==> config.mk <==
export PLATFORM = sky130hd
export DESIGN_NAME = three_axis_average_decimator
export DESIGN_NICKNAME = d
export VERILOG_FILES = /design/src/rtl/core/tad_pkg.sv /design/src/rtl/core/three_axis_average_decimator.sv /design/src/rtl/core/tad_accum.sv /design/src/rtl/core/tad_div.sv
export SDC_FILE = /design/constraint.sdc
export NUM_CORES = 1
export LEC_CHECK = 0
export ABC_AREA = 1
export BUFFER_PORTS_ARGS = -buffer_cell sky130_fd_sc_hd__buf_4
export CORE_UTILIZATION = 66
export CTS_CLUSTER_DIAMETER = 120
export DETAILED_ROUTE_END_ITERATION = 10
export GPL_ROUTABILITY_DRIVEN = 0
export PLACE_DENSITY = 0.87
export SLEW_MARGIN = 20
export SYNTH_ARGS = -nofsm -noshare
export SYNTH_HDL_FRONTEND = slang
export SYNTH_SLANG_ARGS = --single-unit
export TNS_END_PERCENT = 50
==> constraint.sdc <==
create_clock -name clk -period 18.6 [get_ports clk]
set_clock_uncertainty 0.05 [all_clocks]
set_input_delay 0 -clock clk [delete_from_list [all_inputs] [get_ports clk]]
set_output_delay 0 -clock clk [all_outputs]
set_load 0.01 [all_outputs]
==> src/rtl/core/tad_pkg.sv <==
`timescale 1ns / 1ps
// ----------------------------------------------------------------------------
// tad_pkg
// Shared widths, codes and control structs of the three-axis average decimator.
// ----------------------------------------------------------------------------
package tad_pkg;

	localparam int SAMPLE_BITS_DEF = 20;
	localparam int FACT_W          = 8;
	localparam int CFG_W           = 8;
	localparam int TICK_W          = 32;
	localparam int REG_IDX_W       = 1;

	localparam logic [REG_IDX_W-1:0] REG_DECIM = 1'd0;
	localparam logic [REG_IDX_W-1:0] REG_BATCH = 1'd1;

	localparam logic [CFG_W-1:0] DECIM_RST = 8'd20;
	localparam logic [CFG_W-1:0] BATCH_RST = 8'd200;

	localparam logic FUNC_SAMPLE = 1'b0;
	localparam logic FUNC_CLEAR  = 1'b1;

	// group status from the accumulator, valid in the cycle of a sample word
	typedef struct packed {
		logic              close;
		logic              last;
		logic [TICK_W-1:0] tick;
	} acc_stat_t;

	// divider sequencing from the top level
	typedef struct packed {
		logic load;
		logic step;
	} div_ctl_t;

endpackage

==> src/rtl/core/three_axis_average_decimator.sv <==
`timescale 1ns / 1ps
// ----------------------------------------------------------------------------
// three_axis_average_decimator
// Boxcar average decimator for three-axis accelerometer samples.
// ----------------------------------------------------------------------------
// Input words (in_valid / in_stall) carry func, three signed samples and a
// capture tick; func clear empties the sums and both counters and gives no
// output. Each sample adds into the sums. When a group of
// decimation_factor samples is complete, the three bit-serial dividers work
// out one quotient bit per cycle, and the averages with the group's first
// tick and the batch_last flag are loaded into the output register
// (out_valid / out_stall).
// A sample that does not close a group is taken without stalling the input;
// one that closes a group raises in_stall while the dividers work and until
// the averages are loaded into the output register. While the output word
// waits under out_stall, further samples are still taken until a group
// closes; a finished quotient is then held in the dividers until the
// register frees. Reset: sums and counters cleared, decimation_factor 20,
// batch_length 200. Configuration is written through cfg_we / cfg_index /
// cfg_data; the user must do so only when idle; the block does not enforce it.
// ----------------------------------------------------------------------------
module three_axis_average_decimator #(
	parameter int SAMPLE_BITS = tad_pkg::SAMPLE_BITS_DEF
) (
	input  logic                             clk,
	input  logic                             arst_n,
	input  logic                             cfg_we,
	input  logic [tad_pkg::REG_IDX_W-1:0]    cfg_index,
	input  logic [tad_pkg::CFG_W-1:0]        cfg_data,
	input  logic                             in_valid,
	output logic                             in_stall,
	input  logic                             func,
	input  logic signed [SAMPLE_BITS-1:0]    sample_x,
	input  logic signed [SAMPLE_BITS-1:0]    sample_y,
	input  logic signed [SAMPLE_BITS-1:0]    sample_z,
	input  logic [tad_pkg::TICK_W-1:0]       capture_tick,
	output logic                             out_valid,
	input  logic                             out_stall,
	output logic signed [SAMPLE_BITS-1:0]    mean_x,
	output logic signed [SAMPLE_BITS-1:0]    mean_y,
	output logic signed [SAMPLE_BITS-1:0]    mean_z,
	output logic [tad_pkg::TICK_W-1:0]       group_tick,
	output logic                             batch_last
);
	import tad_pkg::*;

	localparam int SUM_W = SAMPLE_BITS + FACT_W;
	localparam int CNT_W = $clog2(SUM_W + 1);

	localparam logic ST_IDLE = 1'b0;
	localparam logic ST_DIV  = 1'b1;

	logic                    state_q;
	logic [CNT_W-1:0]        cnt_q;
	logic [CFG_W-1:0]        decim_q;
	logic [CFG_W-1:0]        batch_q;
	logic [FACT_W-1:0]       fac_eff;
	logic [CFG_W-1:0]        blen_eff;
	logic                    accept;
	logic                    is_clear;
	logic                    close_go;
	logic                    out_load;
	acc_stat_t               stat;
	div_ctl_t                dctl;
	logic signed [SUM_W-1:0] sum_x, sum_y, sum_z;
	logic signed [SAMPLE_BITS-1:0] q_x, q_y, q_z;
	logic [TICK_W-1:0]       tick_q;
	logic                    last_q;
	logic                    out_valid_q;
	logic signed [SAMPLE_BITS-1:0] mean_x_q, mean_y_q, mean_z_q;
	logic [TICK_W-1:0]       group_tick_q;
	logic                    batch_last_q;

	// a zero register value behaves as one
	assign fac_eff  = (decim_q == '0) ? FACT_W'(1) : decim_q;
	assign blen_eff = (batch_q == '0) ? CFG_W'(1) : batch_q;

	assign in_stall  = (state_q != ST_IDLE);
	assign accept    = in_valid & ~in_stall;
	assign is_clear  = (func == FUNC_CLEAR);
	assign close_go  = accept & ~is_clear & stat.close;
	assign dctl.load = close_go;
	assign dctl.step = (state_q == ST_DIV) && (cnt_q != '0);
	assign out_load  = (state_q == ST_DIV) && (cnt_q == '0) && (!out_valid_q || !out_stall);

	always_ff @(posedge clk or negedge arst_n) begin
		if (!arst_n) begin
			decim_q <= DECIM_RST;
			batch_q <= BATCH_RST;
		end else if (cfg_we) begin
			case (cfg_index)
				REG_DECIM: decim_q <= cfg_data;
				REG_BATCH: batch_q <= cfg_data;
				default: ;
			endcase
		end
	end

	tad_accum #(
		.SAMPLE_BITS (SAMPLE_BITS),
		.SUM_W       (SUM_W)
	) u_accum (
		.clk      (clk),
		.arst_n   (arst_n),
		.take     (accept),
		.clear    (is_clear),
		.sample_x (sample_x),
		.sample_y (sample_y),
		.sample_z (sample_z),
		.tick     (capture_tick),
		.factor   (fac_eff),
		.blen     (blen_eff),
		.sum_x    (sum_x),
		.sum_y    (sum_y),
		.sum_z    (sum_z),
		.stat     (stat)
	);

	tad_div #(.SAMPLE_BITS(SAMPLE_BITS), .SUM_W(SUM_W)) u_div_x (
		.clk    (clk),
		.ctl    (dctl),
		.sum    (sum_x),
		.factor (fac_eff),
		.mean   (q_x)
	);

	tad_div #(.SAMPLE_BITS(SAMPLE_BITS), .SUM_W(SUM_W)) u_div_y (
		.clk    (clk),
		.ctl    (dctl),
		.sum    (sum_y),
		.factor (fac_eff),
		.mean   (q_y)
	);

	tad_div #(.SAMPLE_BITS(SAMPLE_BITS), .SUM_W(SUM_W)) u_div_z (
		.clk    (clk),
		.ctl    (dctl),
		.sum    (sum_z),
		.factor (fac_eff),
		.mean   (q_z)
	);

	always_ff @(posedge clk or negedge arst_n) begin
		if (!arst_n) begin
			state_q <= ST_IDLE;
			cnt_q   <= '0;
		end else begin
			case (state_q)
				ST_IDLE: begin
					if (close_go) begin
						state_q <= ST_DIV;
						cnt_q   <= CNT_W'(SUM_W);
					end
				end
				ST_DIV: begin
					if (cnt_q != '0) begin
						cnt_q <= cnt_q - CNT_W'(1);
					end else if (out_load) begin
						state_q <= ST_IDLE;
					end
				end
				default: state_q <= ST_IDLE;
			endcase
		end
	end

	// group tick and batch flag wait here while the dividers run
	always_ff @(posedge clk) begin
		if (close_go) begin
			tick_q <= stat.tick;
			last_q <= stat.last;
		end
	end

	always_ff @(posedge clk or negedge arst_n) begin
		if (!arst_n) begin
			out_valid_q <= 1'b0;
		end else if (out_load) begin
			out_valid_q <= 1'b1;
		end else if (!out_stall) begin
			out_valid_q <= 1'b0;
		end
	end

	always_ff @(posedge clk) begin
		if (out_load) begin
			mean_x_q     <= q_x;
			mean_y_q     <= q_y;
			mean_z_q     <= q_z;
			group_tick_q <= tick_q;
			batch_last_q <= last_q;
		end
	end

	assign out_valid  = out_valid_q;
	assign mean_x     = mean_x_q;
	assign mean_y     = mean_y_q;
	assign mean_z     = mean_z_q;
	assign group_tick = group_tick_q;
	assign batch_last = batch_last_q;

endmodule

==> src/rtl/core/tad_accum.sv <==
`timescale 1ns / 1ps
// ----------------------------------------------------------------------------
// tad_accum
// Per-axis running sums, group and batch counters, and first-tick hold.
// ----------------------------------------------------------------------------
module tad_accum #(
	parameter int SAMPLE_BITS = tad_pkg::SAMPLE_BITS_DEF,
	parameter int SUM_W       = SAMPLE_BITS + tad_pkg::FACT_W
) (
	input  logic                             clk,
	input  logic                             arst_n,
	input  logic                             take,
	input  logic                             clear,
	input  logic signed [SAMPLE_BITS-1:0]    sample_x,
	input  logic signed [SAMPLE_BITS-1:0]    sample_y,
	input  logic signed [SAMPLE_BITS-1:0]    sample_z,
	input  logic [tad_pkg::TICK_W-1:0]       tick,
	input  logic [tad_pkg::FACT_W-1:0]       factor,
	input  logic [tad_pkg::CFG_W-1:0]        blen,
	output logic signed [SUM_W-1:0]          sum_x,
	output logic signed [SUM_W-1:0]          sum_y,
	output logic signed [SUM_W-1:0]          sum_z,
	output tad_pkg::acc_stat_t               stat
);
	import tad_pkg::*;

	logic signed [SUM_W-1:0] sum_x_q, sum_y_q, sum_z_q;
	logic [FACT_W-1:0]       group_cnt_q;
	logic [CFG_W-1:0]        batch_cnt_q;
	logic [TICK_W-1:0]       first_tick_q;
	logic [FACT_W:0]         group_inc;
	logic [CFG_W:0]          batch_inc;

	assign sum_x = sum_x_q + {{(SUM_W-SAMPLE_BITS){sample_x[SAMPLE_BITS-1]}}, sample_x};
	assign sum_y = sum_y_q + {{(SUM_W-SAMPLE_BITS){sample_y[SAMPLE_BITS-1]}}, sample_y};
	assign sum_z = sum_z_q + {{(SUM_W-SAMPLE_BITS){sample_z[SAMPLE_BITS-1]}}, sample_z};

	assign group_inc  = {1'b0, group_cnt_q} + (FACT_W+1)'(1);
	assign batch_inc  = {1'b0, batch_cnt_q} + (CFG_W+1)'(1);
	assign stat.close = group_inc >= {1'b0, factor};
	assign stat.last  = batch_inc >= {1'b0, blen};
	assign stat.tick  = (group_cnt_q == '0) ? tick : first_tick_q;

	always_ff @(posedge clk or negedge arst_n) begin
		if (!arst_n) begin
			sum_x_q      <= '0;
			sum_y_q      <= '0;
			sum_z_q      <= '0;
			group_cnt_q  <= '0;
			batch_cnt_q  <= '0;
			first_tick_q <= '0;
		end else if (take) begin
			if (clear) begin
				sum_x_q     <= '0;
				sum_y_q     <= '0;
				sum_z_q     <= '0;
				group_cnt_q <= '0;
				batch_cnt_q <= '0;
			end else begin
				if (group_cnt_q == '0) begin
					first_tick_q <= tick;
				end
				if (stat.close) begin
					sum_x_q     <= '0;
					sum_y_q     <= '0;
					sum_z_q     <= '0;
					group_cnt_q <= '0;
					batch_cnt_q <= stat.last ? '0 : batch_inc[CFG_W-1:0];
				end else begin
					sum_x_q     <= sum_x;
					sum_y_q     <= sum_y;
					sum_z_q     <= sum_z;
					group_cnt_q <= group_inc[FACT_W-1:0];
				end
			end
		end
	end

endmodule

==> src/rtl/core/tad_div.sv <==
`timescale 1ns / 1ps
// ----------------------------------------------------------------------------
// tad_div
// Bit-serial restoring divider: signed group sum by the unsigned factor,
// one quotient bit per cycle while ctl.step is high, truncated toward zero.
// ----------------------------------------------------------------------------
module tad_div #(
	parameter int SAMPLE_BITS = tad_pkg::SAMPLE_BITS_DEF,
	parameter int SUM_W       = SAMPLE_BITS + tad_pkg::FACT_W
) (
	input  logic                          clk,
	input  tad_pkg::div_ctl_t             ctl,
	input  logic signed [SUM_W-1:0]       sum,
	input  logic [tad_pkg::FACT_W-1:0]    factor,
	output logic signed [SAMPLE_BITS-1:0] mean
);
	import tad_pkg::*;

	// dividend shifts out msb first, quotient bits shift in at the lsb
	logic [SUM_W-1:0]       dvd_q;
	logic [FACT_W-1:0]      rem_q;
	logic [FACT_W-1:0]      fac_q;
	logic                   neg_q;
	logic [FACT_W:0]        trial;
	logic [FACT_W:0]        diff;
	logic                   ge;
	logic [SAMPLE_BITS-1:0] quo;

	assign trial = {rem_q, dvd_q[SUM_W-1]};
	assign ge    = trial >= {1'b0, fac_q};
	assign diff  = trial - {1'b0, fac_q};
	assign quo   = dvd_q[SAMPLE_BITS-1:0];
	assign mean  = neg_q ? -quo : quo;

	always_ff @(posedge clk) begin
		if (ctl.load) begin
			neg_q <= sum[SUM_W-1];
			dvd_q <= sum[SUM_W-1] ? -sum : sum;
			rem_q <= '0;
			fac_q <= factor;
		end else if (ctl.step) begin
			rem_q <= ge ? diff[FACT_W-1:0] : trial[FACT_W-1:0];
			dvd_q <= {dvd_q[SUM_W-2:0], ge};
		end
	end

endmodule

# Word-level counts from Yosys, hierarchy flattened
# Cells that the tools add are included.
totals:
  ff_bits: 400
  inputBits: 107
  out_inout_bits: 95
  elab_cells: 113
op_classes:
  addsub: 15
  magnitude_cmp: 5
  n_eq_ne: 3
  muxes: 38
  n_bitwise: 6
  n_reduce_logical: 18
op_table:
  columns: ["op", "count"]
  rows:
  - ["2-to-1 mux 28 bit", 15]
  - ["adder 28 bit", 3]
  - ["negation 28 bit", 3]
  - ["2-to-1 mux 8 bit", 10]
  - ["2-to-1 mux 20 bit", 3]
  - ["negation 20 bit", 3]
  - [">= comparator 9 x 8 -> 1 bit", 5]
  - ["2-to-1 mux 32 bit", 1]
  - ["logical NOT 8 bit", 3]
  - ["subtractor 8 bit", 3]
  - ["adder 8 x 1 -> 9 bit, second input constant", 2]
  - ["2-to-1 mux 5 bit", 2]
  - ["one-hot mux 5 bit (2 select lines)", 1]
  - ["AND reduction 2 bit", 5]
  - ["logical NOT 5 bit", 1]
  - ["2-to-1 mux 1 bit", 5]
  - ["nonzero test 5 bit", 1]
  - ["subtractor 5 x 1 -> 5 bit, second input constant", 1]
  - ["inequality test 2 x 1 -> 1 bit, second input constant", 2]
  - ["nonzero test 2 bit", 2]
  - ["bitwise AND 1 bit", 3]
  - ["logical AND 1 bit", 3]
  - ["NOT 1 bit", 3]
  - ["logical NOT 1 bit", 2]
  - ["other kinds (3)", 3]

# Depth between registers and ports, before layout
# Gate-level depths: netlist of run 1.
depth:
  word_depth: 6
  ltp_mapped: 22
  mapped_depth_nobuf: 22

# Cells and area by module
# Synthesis of run 1 repeated with hierarchy kept, for this count alone.
hier_totals:
  cells_unflattened: 3692
  area_unflattened_um2: 27453.8
modules_own_cells:
  columns: ["mod", "n_inst", "cells_each", "area_per_inst_um2"]
  rows:
  - ["tad_accum", 1, 2017, 12149.2]
  - ["tad_div at u_div_y ...", 2, 468, 3450.8]
  - ["three_axis_average_decimator", 1, 267, 4913.5]
  - ["tad_div at u_div_x", 1, 472, 3489.6]

# Worst setup path after synthesis of run 1
# No wires, ideal clock.
synth_timing:
  kind: "register to register"
  start: "reg cnt_q[0]"
  end: "reg state_q, in the netlist in_stall"
  setup_ns: 0.362
  arrival_time_ns: 5.500
  required_time_ns: 18.188
  setup_slack_ns: 12.687
  stages_incl_launch_ff: 6
  cell_sequence: "dfrtp_1 -> inv_1 -> ha_1 -> nand4_1 -> a21oi_1 -> o21ai_0"
synth_between:
  elab_chain_cells: 6
  elab_cells_between_ends: 7
  classes_between: "mux (3); reduce/logical (4)"
synth_lines:
  columns: ["element", "line_no", "source"]
  rows:
  - ["from (decl)", "three_axis_average_decimator.sv:54", "logic [CNT_W-1:0] cnt_q;"]
  - ["from (signal assigned)", "three_axis_average_decimator.sv:152", "cnt_q <= CNT_W'(SUM_W);"]
  - ["from (signal assigned)", "three_axis_average_decimator.sv:157", "cnt_q <= cnt_q - CNT_W'(1);"]
  - ["logical NOT 5 bit", "three_axis_average_decimator.sv:84", "assign out_load = (state_q == ST_DIV) && (cnt_q == '0) && (!out_valid_q || !out_stall);"]
  - ["logical AND 1 bit (2 in a row)", "three_axis_average_decimator.sv:84", null]
  - ["net out_load", "three_axis_average_decimator.sv:62", "logic out_load;"]
  - ["2-to-1 mux 1 bit", "three_axis_average_decimator.sv:158", "end else if (out_load) begin"]
  - ["2-to-1 mux 1 bit", "three_axis_average_decimator.sv:156", "if (cnt_q != '0) begin"]
  - ["one-hot mux 1 bit (2 select lines)", "three_axis_average_decimator.sv:148", "case (state_q)"]
  - ["to (signal assigned)", "three_axis_average_decimator.sv:151", "state_q <= ST_DIV;"]
  - ["to (signal assigned)", "three_axis_average_decimator.sv:159", "state_q <= ST_IDLE;"]
  - ["to (signal assigned)", "three_axis_average_decimator.sv:162", "default: state_q <= ST_IDLE;"]
  - ["to (decl)", "three_axis_average_decimator.sv:53", "logic state_q;"]
# The timed path passes the listed nets, and every way through them passes these cells.
# A chain may end at the register's enable or synchronous reset.

# Worst setup path after layout of run 1
layout_timing:
  start: "reg u_accum.group_cnt_q[0]"
  end: "reg u_div_y.dvd_q[1] (data pin)"
layout_between:
  elab_chain_cells: 4
layout_lines:
  columns: ["element", "line_no", "source"]
  rows:
  - ["from (decl)", "tad_accum.sv:28", "logic [FACT_W-1:0] group_cnt_q;"]
  - ["from (signal assigned)", "tad_accum.sv:73", "group_cnt_q <= group_inc[FACT_W-1:0];"]
  - ["adder 8 x 1 -> 9 bit", "tad_accum.sv:38", "assign group_inc = {1'b0, group_cnt_q} + (FACT_W+1)'(1);"]
  - [">= comparator 9 x 8 -> 1 bit", "tad_accum.sv:40", "assign stat.close = group_inc >= {1'b0, factor};"]
  - ["bitwise AND 1 bit", "three_axis_average_decimator.sv:81", "assign close_go = accept & ~is_clear & stat.close;"]
  - ["2-to-1 mux 28 bit", "tad_div.sv:36", "if (ctl.load) begin"]
  - ["to (signal assigned)", "tad_div.sv:38", "dvd_q <= sum[SUM_W-1] ? -sum : sum;"]
  - ["to (signal assigned)", "tad_div.sv:43", "dvd_q <= {dvd_q[SUM_W-2:0], ge};"]
  - ["to (decl)", "tad_div.sv:20", "logic [SUM_W-1:0] dvd_q;"]
# Every way passes these cells.

==> metrics.txt, run 1 <==
min cycle time layout 5.142 ns; most used flip-flop cell after synthesis edfxtp_1; worst-path fanout max 73; Mapped Nets 3669; reported net switching power 2.251 mW; Clock Latency Late Sink 0.59 ns; clk sink count 400; part of the power in registers 31.1%; commonest non-fill, non-tap cell in the layout nand2_1; Finished Layout Cells 4216; Area Growth Syn to Fin 15.45%; placed cell area 0.02787 sq mm; critical path startpoint category flop; Synth Register Bits 400; Max clock buf depth 3; antenna cell count 0; Int Power 2.653 mW; Port Buffers 201; height of the chip 200.3 um; final instance area 0.02997 sq mm; Synth Warn # 0; DR iter-0 viols 2604; setup tns final 0 ns; Placement Setup Slack 13.91 ns; Total GRT Usage 36.28%; core area 0.03874 sq mm; DIE AREA 0.04013 sq mm; vias in the first global route 23969; Required @ worst endpoint 18.86 ns; share of total power in the clock network 18.5%; final hold vios 0; PwrDens 163.6 mW/mm^2; most frequent cells in the layout 1071 x nand2_1, 482 x inv_1, 238 x o21ai_0; mean number of vias per cell 5.830; first-pass GRT wire length 118400 um; initial antenna violation count 0; r2r setup slk 13.46 ns; Tot Pwr 4.904 mW; post-synth cell types 56; Initial Util 67.02%; Worst Slack Setup Final 13.46 ns; Sw Share 45.90%; Final setup viols 0; register area share after synthesis 42.38%; post-synthesis async set-or-reset flop share 38.75%; CTS tree built; RSZ-0062 raised after global routing false; Arrival @ worst endpoint 5.40 ns; routed len/inst 17.25 um; CTS Hold Buffers Added 60; WL final 72730 um; max_cap viols 0; Die W 200.3 um; Crit. End Element flop; Resized cells post-CTS 0; dominant cells by area after synthesis edfxtp_1 26%, nand2_1 16%, dfrtp_1 14%, inv_1 7.0%, ha_1 6.4%; Peak VDD IR 0.0001007 V; antenna viol nets, final 0; layout cells sized above 1 11.14%; HP Class input pin to async pin; post-DP HPWL 48400 um; Slew @ Worst Pin 1.059 ns; crit share post-route 27.64%; row cnt 72; largest net degree at the start of global routing 91; I/O pin count 202; Synth top area share 25.56%; total clock buffers created by CTS 44; Inst Count DP 4073; root buffer cell clkbuf_16; Max Freq 194.5 MHz; mean post-synth cell area 7.582 sq um; Pleak 14.81 nW; Mapped Cells 3424; number of fillers in the final layout 2593; Final nets 3907; via count 24580; DR pass1 iterations 6; Setup CP Type flop to flop; Hold WS 0.01545 ns; post-synth top area cell edfxtp_1; Netlist Area Pre-Place 0.02596 sq mm; total global routing overflow 0; status finished clean; post-layout util 77.37%; Post-synth EDFFs 221; Post-CTS Setup Inserts 0; H-tree levels 2; power share of the combinational group 50.4%; DRC violations left 0; Max-slew headroom 29.41%; Max Slew Vio Count 0; Clk pin slew, worst setup/hold paths 0.06 ns
logic make-up (layout without fill, tap and decap cells):
family,count (synthesis),in the layout,share of synthesized area [%]
DFF,400,400,42.38
and+or+nand+nor,1726,1726,28.49
AOI/OAI and AO/OA,446,446,9.109
xor gates and xnor gates,130,130,4.444
buffers and inverters,584,858,8.748
adders and majority gates,138,138,6.825
registers in the layout (all words and copies together) (netlist names), 20 cells and up:
signal	count
u_div_x.dvd_q	28
u_accum.sum_y_q	28
group_tick	32
u_div_z.dvd_q	28
mean_x	20
tick_q	32
mean_y	20
u_accum.sum_z_q	28
u_div_y.dvd_q	28
mean_z	20
u_accum.first_tick_q	32
u_accum.sum_x_q	28
cells in the mapped netlist (5+ instances only):
| cell type | instances |
|---|---|
| o21ai_1 | 34 |
| o31ai_1 | 8 |
| nand2_4 | 9 |
| nand4_1 | 52 |
| inv_1 | 482 |
| nor2_2 | 24 |
| dfxtp_1 | 24 |
| buf_2 | 15 |
| nand2_2 | 35 |
| fa_1 | 6 |
| ha_1 | 132 |
| nor3_1 | 36 |
| a21oi_2 | 5 |
| clkbuf_1 | 52 |
| a21oi_1 | 120 |
| nor4_1 | 6 |
| xnor2_1 | 36 |
| nand3b_1 | 24 |
| inv_2 | 20 |
| or2_2 | 6 |
| buf_6 | 6 |
| o22ai_1 | 10 |
| nor2_1 | 224 |
| edfxtp_1 | 221 |
| o21ai_0 | 238 |
| xor2_1 | 92 |
| nand3_2 | 10 |
| nand2_1 | 1074 |
| dfrtp_1 | 150 |
| dfstp_2 | 5 |
| a31oi_1 | 7 |
| nand3_1 | 210 |
layer usage:
layer	part of all wire (%)	GRT usage, %
met5	0	0
met4	5.4	18.76
met3	8.6	5.939
met2	48	60.59
met1	38	45.56
power by group through the flow:
| stage | combinational, mW | clock (mW) | sequential, mW |
|---|---|---|---|
| after global placement | 2.22 | 0 | 1.51 |
| after global routing | 2.75 | 0.941 | 1.54 |
| after detailed placement | 2.32 | 0 | 1.52 |
| after CTS | 2.37 | 0.899 | 1.51 |
| after floorplan | 1.77 | 0 | 1.48 |
| final | 2.47 | 0.907 | 1.52 |
worst max-delay path, stage by stage (launching register included):
cell	delay (ns)
dfrtp_1	0.41
ha_1	0.24
nand3_1	0.16
nor2_1	0.19
nand2_1	0.12
xor2_1	0.26
inv_1	0.08
ha_1	0.34
nand4_1	0.20
nor3b_1	0.37
inv_1	0.12
nand3_1	0.17
nand2_4	0.27
inv_4	0.60
buf_4	0.76
o21ai_0	0.22
a21oi_1	0.17
a21oi_1	0.07
final cells by class:
type	count	area, sq um	area share [%]
clock buffer	60	1255	4.187
clock inverter	22	220.2	0.7347
inverter	504	1894	6.320
multi-input combinational	2440	12740	42.49
sequential	400	11000	36.71
tap	518	648.1	2.162
timing repair buffer	272	2216	7.393
worst paths after layout:
path / startpoint / to / cells past startpoint
worst min register to register: tick_q[28] / group_tick[28] / 0
worst max-delay path: u_accum.group_cnt_q[0] / u_div_y.dvd_q[1] / 17
worst max register to register: u_accum.group_cnt_q[0] / u_div_y.dvd_q[1] / 17
min in group clk: in_valid / u_accum.sum_x_q[2] / 4
worst min-delay path: arst_n / u_accum.sum_y_q[8] / 2
max in group asynchronous: arst_n / batch_q[0] / 3
Note: power is estimated with default switching activity, not from simulation.
==> run 2, diff against run 1 <==
- CORE_UTILIZATION: 66 -> 56
- PLACE_DENSITY: 0.87 -> 0.78
- clock period: 18.6 -> 4.1 ns (I/O delays scaled with it)
==> metrics.txt, run 2 (synthesis results as in run 1) <==
status finished clean; WL final 64010 um; Reg2Reg Depth 16; vias in the first global route 21803; I/O pin count 202; via count 22893; Max-slew headroom 38.70%; worst-path fanout max 34; Max Slew Vio Count 0; Tot Pwr 22.10 mW; commonest non-fill, non-tap cell in the layout nand2_1; Inst Count DP 4165; RR Startpoint u_accum.group_cnt_q[0]; crit-path most repeated cell inv_1; Sw Share 43.82%; routed len/inst 14.83 um; root buffer cell clkbuf_16; Crit. End Element flop; height of the chip 217.3 um; Max clock buf depth 3; post-DP HPWL 46660 um; Port Buffers 201; post-layout util 66.83%; critical path startpoint u_accum.group_cnt_q[0]; H-tree levels 2; worst hold stages 5; mean number of vias per cell 5.304; critical path startpoint category flop; layout cells sized above 1 11.41%; setup tns final 0 ns; Setup CP Type flop to flop; part of the power in registers 30.9%; Total GRT Usage 27.42%; total global routing overflow 0; HP Class input pin to flop; final instance area 0.03046 sq mm; final hold vios 0; Final setup viols 0; CP max stage cell nor3_1; DR iter-0 viols 1765; share of total power in the clock network 20.2%; Worst path max stage delay 0.44 ns; power share of the combinational group 48.9%; Clock Latency Late Sink 0.61 ns; PwrDens 725.4 mW/mm^2; Pleak 14.97 nW; initial antenna violation count 1; first-pass GRT wire length 105400 um; FF-to-FF End u_div_z.dvd_q[1]; most frequent cells in the layout 1071 x nand2_1, 482 x inv_1, 238 x o21ai_0; RSZ-0062 raised after global routing false; DIE AREA 0.04722 sq mm; Worst Slack Setup Final 0.5429 ns; antenna viol nets, final 0; Int Power 12.41 mW; Die W 217.3 um; Arrival @ worst endpoint 3.82 ns; Required @ worst endpoint 4.37 ns; r2r setup slk 0.54 ns; Slew @ Worst Pin 0.9172 ns; Peak VDD IR 0.0004469 V; Area Growth Syn to Fin 17.33%; CTS tree built; Hold WS 0.02334 ns; Hold EP u_accum.sum_x_q[9]; placed cell area 0.02812 sq mm; DR pass1 iterations 6; largest net degree at the start of global routing 103; max_cap viols 0; DRC violations left 0; Clk pin slew, worst setup/hold paths 0.06 ns; min cycle time layout 3.557 ns; Final nets 3924; reported net switching power 9.683 mW; antenna cell count 0; Max Freq 281.1 MHz; core area 0.04558 sq mm; Initial Util 56.96%; clk sink count 400; HP Start sample_x[9]; crit share post-route 86.76%; Finished Layout Cells 4316; row cnt 78; Placement Setup Slack 0.5806 ns; total clock buffers created by CTS 45; Critical Path, Cell by Cell inv_1, nor3_1, nand2_1, xor2_1, inv_1, ha_1, nand3_1, nor3b_1, inv_1, nand3_1, nand2_4, inv_4, buf_4, o21ai_0, a21oi_1, a21oi_1
-- run 2: cell count changes in the layout (fill, tap and decap cells not counted), sizes merged --
cell / previous run / this run
buf: 212 / 222
bufinv: 3 / 10
clkbuf: 60 / 54
dlygate4sd3: 60 / 66
clkinvlp: 2 / 4
clkinv: 16 / 15
-- run 2: how the worst max path moves through the flow --
stage / slack (ns) / endpoint / depth (start not counted)
6_report: 0.54 / u_div_z.dvd_q[1] / 16
3_5_place_dp: 0.58 / u_div_z.dvd_q[1] / 16
4_1_cts: 0.53 / u_div_z.dvd_q[1] / 16
3_3_place_gp: 0.71 / u_div_x.dvd_q[8] / 14
2_1_floorplan: 0.30 / batch_last / 4
5_1_grt: 0.23 / u_div_z.dvd_q[1] / 16
-- run 2: power by group through the flow --
| stage | clock, mW | combinational [mW] | sequential, mW |
|---|---|---|---|
| 3_5_place_dp | 0 | 10.6 | 6.87 |
| 3_3_place_gp | 0 | 10.4 | 6.85 |
| 6_report | 4.46 | 10.8 | 6.83 |
| 2_1_floorplan | 0 | 8.03 | 6.72 |
| 5_1_grt | 4.70 | 12.3 | 6.95 |
| 4_1_cts | 4.54 | 10.7 | 6.81 |
-- run 2: what timing repair did --
| action | CTS | global route |
|---|---|---|
| endpoints found under the setup margin | 0 | 0 |
| buffers inserted | 0 | 0 |
| gates resized for setup | 0 | 0 |
| endpoints found under the hold margin | 209 | 0 |
| hold buffers | 67 | 0 |
-- run 2: cell type report --
cell class / count / area (sq um)
fill: 3807 / 15120
inverter: 504 / 1894
sequential: 400 / 11000
tap: 600 / 750.7
clock buffer: 54 / 1170
multi-input combinational: 2440 / 12740
clock inverter: 30 / 486.7
timing repair buffer: 288 / 2419
-- run 2: critical path, delay by kind of cell (launching register included) --
family                     cells  cell delay (ns)
buffers and inverters          5             0.90
xor gates and xnor gates       1             0.20
DFF                            1             0.38
AOI/OAI and AO/OA              3             0.31
and+or+nand+nor                6             1.11
adders and majority gates      1             0.30
-- run 2: metal layers --
layer	vias to the layer above	global-route usage [%]	wire [um]	part of all wire (%)
met4	0	9.977	2134	3.3
met2	634	45.63	29630	46
met1	10534	36.71	28690	45
met5	-	0	0	0
li1	11588	-	-	-
met3	137	3.424	3548	5.5
